$ cat config.mk
export PLATFORM = sky130hd
export DESIGN_NAME = framed_route_prefix_match
export DESIGN_NICKNAME = d
export VERILOG_FILES = /design/src/rtl/core/frpm_pkg.sv /design/src/rtl/core/frpm_cell.sv /design/src/rtl/core/framed_route_prefix_match.sv
export SDC_FILE = /design/constraint.sdc
export NUM_CORES = 2
export LEC_CHECK = 0
export BUFFER_PORTS_ARGS = -buffer_cell sky130_fd_sc_hd__buf_2
export CAP_MARGIN = 10
export CORE_UTILIZATION = 58
export CTS_BUF_LIST = sky130_fd_sc_hd__clkbuf_8
export DETAILED_ROUTE_END_ITERATION = 7
export GPL_TIMING_DRIVEN = 1
export PLACE_DENSITY = 0.75
export SLEW_MARGIN = 40
export SYNTH_ARGS = -nofsm -noshare
export SYNTH_HDL_FRONTEND = slang
export SYNTH_SLANG_ARGS = --single-unit
export TNS_END_PERCENT = 100
$ cat constraint.sdc
create_clock -name clk_i -period 6.4 [get_ports clk_i]
set_input_delay 0.96 -clock clk_i [delete_from_list [all_inputs] [get_ports clk_i]]
set_output_delay 0.96 -clock clk_i [all_outputs]
set_load 0.02 [all_outputs]
$ cat src/rtl/core/frpm_pkg.sv
`default_nettype none
// ----------------------------------------------------------------------------
// frpm_pkg
// Shared types and constants for the framed route prefix matcher.
// ----------------------------------------------------------------------------
package frpm_pkg;

  localparam int ROUTE_ENTRIES = 16;
  localparam int ADDR_W        = 32;
  localparam int SLOT_W        = 4;
  localparam int CNT_W         = SLOT_W + 1;
  localparam int CFG_IDX_W     = 2;

  typedef enum logic [CFG_IDX_W-1:0] {
    CFG_RULE_ADDRESS  = 2'd0,
    CFG_RULE_NETMASK  = 2'd1,
    CFG_ACTIVE_ROUTES = 2'd2
  } cfg_idx_e;

  typedef enum logic {
    MODE_LOOKUP = 1'b0,
    MODE_WRITE  = 1'b1
  } mode_e;

  typedef struct packed {
    logic              en;
    logic [SLOT_W-1:0] slot;
    logic [ADDR_W-1:0] network;
    logic [ADDR_W-1:0] netmask;
    logic              present;
  } wr_t;

  typedef struct packed {
    logic              vld;
    logic [ADDR_W-1:0] addr;
    logic [CNT_W-1:0]  cnt;
    logic              found;
    logic [SLOT_W-1:0] slot;
  } tok_t;

  function automatic logic prefix_hit(logic [ADDR_W-1:0] addr,
                                      logic [ADDR_W-1:0] net,
                                      logic [ADDR_W-1:0] mask);
    prefix_hit = ((addr ^ net) & mask) == '0;
  endfunction

endpackage
`default_nettype wire

$ cat src/rtl/core/frpm_cell.sv
`default_nettype none
// ----------------------------------------------------------------------------
// frpm_cell
// One route table entry that compares the passing lookup item and hands it on.
// ----------------------------------------------------------------------------
module frpm_cell
  import frpm_pkg::*;
(
  input  logic              clk_i,
  input  logic              rst_ni,
  input  logic [SLOT_W-1:0] idx_i,
  input  wr_t               wr_i,
  input  tok_t              tok_i,
  output tok_t              tok_o
);

  logic [ADDR_W-1:0] network_q;
  logic [ADDR_W-1:0] netmask_q;
  logic              valid_q;
  logic              hit;
  tok_t              tok_d;
  tok_t              tok_q;

  always_ff @(posedge clk_i) begin
    if (wr_i.en && (wr_i.slot == idx_i)) begin
      network_q <= wr_i.network;
      netmask_q <= wr_i.netmask;
    end
  end

  always_ff @(posedge clk_i or negedge rst_ni) begin
    if (!rst_ni) begin
      valid_q <= 1'b0;
    end else if (wr_i.en && (wr_i.slot == idx_i)) begin
      valid_q <= wr_i.present;
    end
  end

  assign hit = tok_i.vld && !tok_i.found && valid_q && ({1'b0, idx_i} < tok_i.cnt)
               && prefix_hit(tok_i.addr, network_q, netmask_q);

  always_comb begin
    tok_d = tok_i;
    if (hit) begin
      tok_d.found = 1'b1;
      tok_d.slot  = idx_i;
    end
  end

  always_ff @(posedge clk_i or negedge rst_ni) begin
    if (!rst_ni) begin
      tok_q <= '0;
    end else begin
      tok_q <= tok_d;
    end
  end

  assign tok_o = tok_q;

endmodule
`default_nettype wire

$ cat src/rtl/core/framed_route_prefix_match.sv
`default_nettype none
// ----------------------------------------------------------------------------
// framed_route_prefix_match
// Classifies an IPv4 address against a rule and a table of framed routes.
// ----------------------------------------------------------------------------
// An item is taken when start is high and busy is low, and its result is shown
// for exactly one cycle with done_o high; the receiver cannot hold it off. A
// table write and a lookup that hits the rule give their result in the cycle after
// the item is taken, and busy stays low. A lookup that misses the rule walks
// the row of sixteen route cells, one cell per cycle; its result is registered
// after the last cell, and busy is high while the item walks the row. A write
// is seen by any later lookup.
module framed_route_prefix_match
  import frpm_pkg::*;
(
  input  logic                 clk_i,
  input  logic                 rst_ni,
  input  logic                 start,
  output logic                 busy,
  input  logic                 mode_i,
  input  logic [ADDR_W-1:0]    lookup_address_i,
  input  logic [SLOT_W-1:0]    entry_slot_i,
  input  logic [ADDR_W-1:0]    entry_network_i,
  input  logic [ADDR_W-1:0]    entry_netmask_i,
  input  logic                 entry_present_i,
  input  logic                 cfg_we_i,
  input  logic [CFG_IDX_W-1:0] cfg_idx_i,
  input  logic [ADDR_W-1:0]    cfg_data_i,
  output logic                 done_o,
  output logic                 matched_o,
  output logic                 via_route_o,
  output logic [SLOT_W-1:0]    hit_slot_o
);

  logic [ADDR_W-1:0]        rule_address_q;
  logic [ADDR_W-1:0]        rule_netmask_q;
  logic [CNT_W-1:0]         active_routes_q;
  logic                     busy_q, busy_d;
  logic                     accept, is_write, rule_hit;
  logic                     done_q, done_d;
  logic                     matched_q, matched_d;
  logic                     via_q, via_d;
  logic [SLOT_W-1:0]        slot_q, slot_d;
  wr_t                      wr;
  tok_t                     tok [ROUTE_ENTRIES+1];
  logic [ROUTE_ENTRIES-1:0] tok_vld;

  always_ff @(posedge clk_i or negedge rst_ni) begin
    if (!rst_ni) begin
      rule_address_q  <= '0;
      rule_netmask_q  <= '0;
      active_routes_q <= '0;
    end else if (cfg_we_i) begin
      case (cfg_idx_i)
        CFG_RULE_ADDRESS:  rule_address_q  <= cfg_data_i;
        CFG_RULE_NETMASK:  rule_netmask_q  <= cfg_data_i;
        CFG_ACTIVE_ROUTES: active_routes_q <= cfg_data_i[CNT_W-1:0];
        default: ;
      endcase
    end
  end

  assign accept   = start && !busy_q;
  assign is_write = (mode_i == MODE_WRITE);
  assign rule_hit = prefix_hit(lookup_address_i, rule_address_q, rule_netmask_q);

  assign wr.en      = accept && is_write;
  assign wr.slot    = entry_slot_i;
  assign wr.network = entry_network_i;
  assign wr.netmask = entry_netmask_i;
  assign wr.present = entry_present_i;

  assign tok[0].vld   = accept && !is_write && !rule_hit;
  assign tok[0].addr  = lookup_address_i;
  assign tok[0].cnt   = active_routes_q;
  assign tok[0].found = 1'b0;
  assign tok[0].slot  = '0;

  for (genvar g = 0; g < ROUTE_ENTRIES; g++) begin : g_cell
    frpm_cell u_cell (
      .clk_i  (clk_i),
      .rst_ni (rst_ni),
      .idx_i  (SLOT_W'(g)),
      .wr_i   (wr),
      .tok_i  (tok[g]),
      .tok_o  (tok[g+1])
    );
    assign tok_vld[g] = tok[g+1].vld;
  end

  always_comb begin
    busy_d = busy_q;
    if (tok[0].vld) begin
      busy_d = 1'b1;
    end else if (tok[ROUTE_ENTRIES].vld) begin
      busy_d = 1'b0;
    end
  end

  always_comb begin
    done_d    = 1'b0;
    matched_d = 1'b0;
    via_d     = 1'b0;
    slot_d    = '0;
    if (tok[ROUTE_ENTRIES].vld) begin
      done_d    = 1'b1;
      matched_d = tok[ROUTE_ENTRIES].found;
      via_d     = tok[ROUTE_ENTRIES].found;
      slot_d    = tok[ROUTE_ENTRIES].slot;
    end else if (accept && (is_write || rule_hit)) begin
      done_d    = 1'b1;
      matched_d = !is_write;
    end
  end

  always_ff @(posedge clk_i or negedge rst_ni) begin
    if (!rst_ni) begin
      busy_q <= 1'b0;
      done_q <= 1'b0;
    end else begin
      busy_q <= busy_d;
      done_q <= done_d;
    end
  end

  always_ff @(posedge clk_i) begin
    matched_q <= matched_d;
    via_q     <= via_d;
    slot_q    <= slot_d;
  end

  assign busy        = busy_q;
  assign done_o      = done_q;
  assign matched_o   = matched_q;
  assign via_route_o = via_q;
  assign hit_slot_o  = slot_q;

  a_via_implies_match: assert property (@(posedge clk_i) disable iff (!rst_ni)
    done_o && via_route_o |-> matched_o)
    else $error("route hit reported without a match");

  a_slot_zero_without_route: assert property (@(posedge clk_i) disable iff (!rst_ni)
    done_o && !via_route_o |-> hit_slot_o == '0)
    else $error("nonzero slot on a result that is not a route hit");

  a_write_result: assert property (@(posedge clk_i) disable iff (!rst_ni)
    start && !busy && (mode_i == MODE_WRITE) |=> done_o && !matched_o)
    else $error("write item did not give an empty result");

  a_single_token: assert property (@(posedge clk_i) disable iff (!rst_ni)
    $countones(tok_vld) <= 1)
    else $error("more than one lookup item in the cell row");

  a_busy_while_walking: assert property (@(posedge clk_i) disable iff (!rst_ni)
    (tok_vld != '0) && !tok[ROUTE_ENTRIES].vld |-> busy)
    else $error("busy low while a lookup item walks the cell row");

endmodule
`default_nettype wire
==> results by group <==
Place
  – Port Buffers: 147
  – Gp weighted congestion: 0.897
  – Worst slack at placement: approximately 3 ns
  – Post-DP Area: roughly 61000 um2
  – Dpl hpwl: between 80000 and 90000 um

Timing
  – Layout Skew: around 0.042 ns
  – RSZ-0062 raised after global routing: false
  – Setup-failing EPs final: 0
  – Period utilization: 43.1%
  – Worst slew pin tran: around 0.9 ns
  – Total Neg Setup Slack: 0 ns
  – Max_slew headroom: 40.1%
  – Min cycle time layout: approximately 2.8 ns
  – Fmax: 363 MHz
  – Post-route setup slack: approximately 3.6 ns
  – WHS: about 0.23 ns
  – Hold Violations, Final: 0
  – Final Max Slew Viols: 0

Route
  – Vias post-DR: 27400
  – Final WL: approximately 130000 um
  – Metal-1 WL: ~50000 um
  – Met3 wire len: 8930 um
  – DR vias/cell: approximately 5.7
  – Wire length on met2: 68200 um
  – Drt pass-1 iters: 5
  – Routed len/inst: 27.6 um
  – Antenna Nets Post-Route: 0
  – Max layer used: met4
  – First DRT Iteration DRCs: 2601
  – DRC viols: 0

Hold path
  – Type of the worst min-delay path: in -> reg
  – Worst hold stages: 1
  – Worst hold start: lookup_address_i[17]
  – Worst Hold Endpoint: g_cell[0].u_cell.tok_o[27]$_DFF_PN0_

GRT
  – Initial antenna violation count: 13
  – Total track usage: between 20% and 30%
  – Total grt overflow: 0
  – Pin count of the biggest net entering global routing: 160
  – First-pass GRT wire length: slightly below 200000 um
  – Vias in the first global route: 29100

Setup path
  – CP Data Required Time: between 6 and 7 ns
  – Setup CP Type: reg -> reg
  – Crit-path cells: nor2b_1, nand2_1, nor2_1, nand2_1, nor2_4, buf_4
  – Worst path arrival time: between 3 and 4 ns
  – Crit path largest cell delay: between 0.6 and 0.7 ns
  – R2R Setup Slk: between 3 and 4 ns
  – R2R depth: 6
  – Reg-to-Reg Start: busy$_DFFE_PN0P_
  – Crit-path max FO: 49
  – Most used cell, CP: nand2_1
  – Crit. End Element: flop
  – Crit start category: flop
  – Reg2reg end: g_cell[14].u_cell.network_q[26]$_DFFE_PP_
  – Critical path's slowest cell: buf_4

Logic synthesis
  – #FFs+latches synth: about 1700
  – Synth top area cells: edfxtp_1 (53%), dfrtp_1 (31%), xor2_1 (8.2%)
  – Most used DFF post-synth: edfxtp_1
  – Synth top area share: between 50 and 60%
  – Post-Synthesis Cells: just under 3000
  – Post-synth ARST share: about two fifths
  – Post-synthesis sequential area ratio: 83.9%
  – Area leader, netlist: edfxtp_1
  – Cell Area, Synth: between 50000 and 60000 um2
  – Ys Warns: 0
  – Post-synth cell types: 42
  – Number of flops mapped to enable cells by yosys: a little over 1000
  – Syn_nets: 3032
  – Synth Area per Inst: ~20 um2

Power and ir drop
  – Pwr Density: around 330 nW/um2
  – Peak supply drop: around 210 uV
  – Pwr Total: roughly 22 mW
  – Leak Pwr: between 20 and 30 nW

Layout
  – FF/Latch Area: slightly below 50000 um2
  – Share of layout cells above drive strength 1: roughly 18%
  – Area Growth Syn to Fin: 13.3%
  – Nets: 3446
  – Multi-input logic area: 9450 um2
  – Fin area: 65900 um2
  – Fill cells: between 6000 and 7000

Clock network
  – Clock Pin Slew Worst Setup and Hold Paths: 0.06 ns
  – Root buffer cell: clkbuf_8
  – Clk sinks: approximately 1700
  – Post-CTS Setup Inserts: 0
  – CTS Buf Count: 240
  – Hold buffer count at cts: 1
  – Skew-Pair Late Insertion Delay: between 0.8 and 0.9 ns
  – Max Root-Sink Buffers: 3
  – Gates resized, CTS repair: 0
  – CTS tree: done
  – Clock H-tree levels: 4

Floorplanning
  – Core Rows: between 100 and 150
  – Initial Util: 58.9%
  – Core Box Area: between 90000 and 100000 um2
  – Die Wd: 319 um
  – Die area: just over 100000 um2
  – Num ports: approximately 150
  – Die Height: approximately 320 um

Run
  – MaxCap Viol Count: 0

Run status
  – Outcome: finished clean
cells by family (layout without fill, tap and decap cells):
family | Yosys count | after routing | share of synthesized area [%]
xor gates and xnor gates | 544 | 544 | 8.19
AOI/OAI and AO/OA | 289 | 289 | 4.01
and+or+nand+nor | 212 | 212 | 2.13
muxes | 85 | 85 | 1.64
other | 0 | 3 | 0
DFF | 1749 | 1749 | 83.9
buffers and inverters | 13 | 647 | 0.0860
area by class of cell:
| class | count | area share, % |
|---|---|---|
| Inverter | 6 | 0.0342 |
| Timing Repair Buffer | 179 | 1.77 |
| Multi-Input combinational cell | 1130 | 14.3 |
| Clock buffer | 283 | 5.91 |
| Antenna cell | 3 | 0.0114 |
| Tap cell | 1287 | 2.44 |
| Clock inverter | 179 | 1.41 |
| Sequential cell | 1749 | 74.1 |
worst max-delay path by stage:
stage	startpoint	end	slack, ns	depth (start not counted)
final	busy$_DFFE_PN0P_	g_cell[14].u_cell.network_q[26]$_DFFE_PP_	3.64	6
after global routing	busy$_DFFE_PN0P_	g_cell[14].u_cell.network_q[26]$_DFFE_PP_	3.48	6
after CTS	busy$_DFFE_PN0P_	g_cell[9].u_cell.network_q[14]$_DFFE_PP_	3.62	6
after detailed placement	start	g_cell[14].u_cell.netmask_q[26]$_DFFE_PP_	2.97	7
after global placement	start	g_cell[15].u_cell.network_q[21]$_DFFE_PP_	2.77	5
after floorplan	start	g_cell[8].u_cell.valid_q$_DFFE_PN0P_	1.37	5
metrics by stage:
step / utilization (%) / instances
after floorplan: - / 2892
after global placement: 61.6 / 4344
after detailed placement: 61.7 / 4348
after CTS: 66.6 / 4811
after global routing: 66.7 / 4814
final: 66.7 / 4816
cells in the mapped netlist, types with 20 or more instances:
cell type  count
mux2_2        85
edfxtp_1    1024
nand4_1       47
a221oi_1      28
nand2b_1      43
nand3_1       20
dfrtp_1      719
and2_1        22
xor2_1       544
a22oi_1      172
nand2_1       27
a22o_1        35
critical path: cells and delay by family, from the launching register on:
kind          cells  cell delay (ns)
buf+inv           1             0.63
flops             1             0.39
simple gates      5             1.33
state kept, by name, summed over array words and instances (netlist names):
name                     flops
done_o                       1
busy                         1
via_route_o                  1
matched_o                    1
rule_address_q              32
g_cell.u_cell.tok_o        632
g_cell.u_cell.netmask_q    512
rule_netmask_q              32
active_routes_q              5
g_cell.u_cell.network_q    512
g_cell.u_cell.valid_q       16
hit_slot_o                   4
layout by cell type, fill, tap and decap left out, types with 28 or more instances in the layout:
master / instances
edfxtp_1: 1024
xor2_1: 544
a22o_1: 35
nand2b_1: 43
clkinv_1: 31
clkbuf_8: 283
mux2_2: 85
buf_2: 146
inv_1: 109
dfrtp_1: 719
a221oi_1: 28
nand4_1: 47
a22oi_1: 172
metal layers:
| metal | vias to the layer above | global-route usage (%) |
|---|---|---|
| met1 | 14200 | 33.6 |
| met4 | 0 | 13.4 |
| met3 | 263 | 4.54 |
| met2 | 1170 | 45.8 |
| met5 | - | 0 |
| li1 | 11700 | - |
power breakdown:
group          switching [mW]  total, mW  internal (mW)
sequential              0.277       12.7           12.4
clock                    3.95       8.18           4.24
combinational           0.637      0.937          0.300
total                    4.86       21.8           16.9
Note: power is estimated with default switching activity, not from simulation.
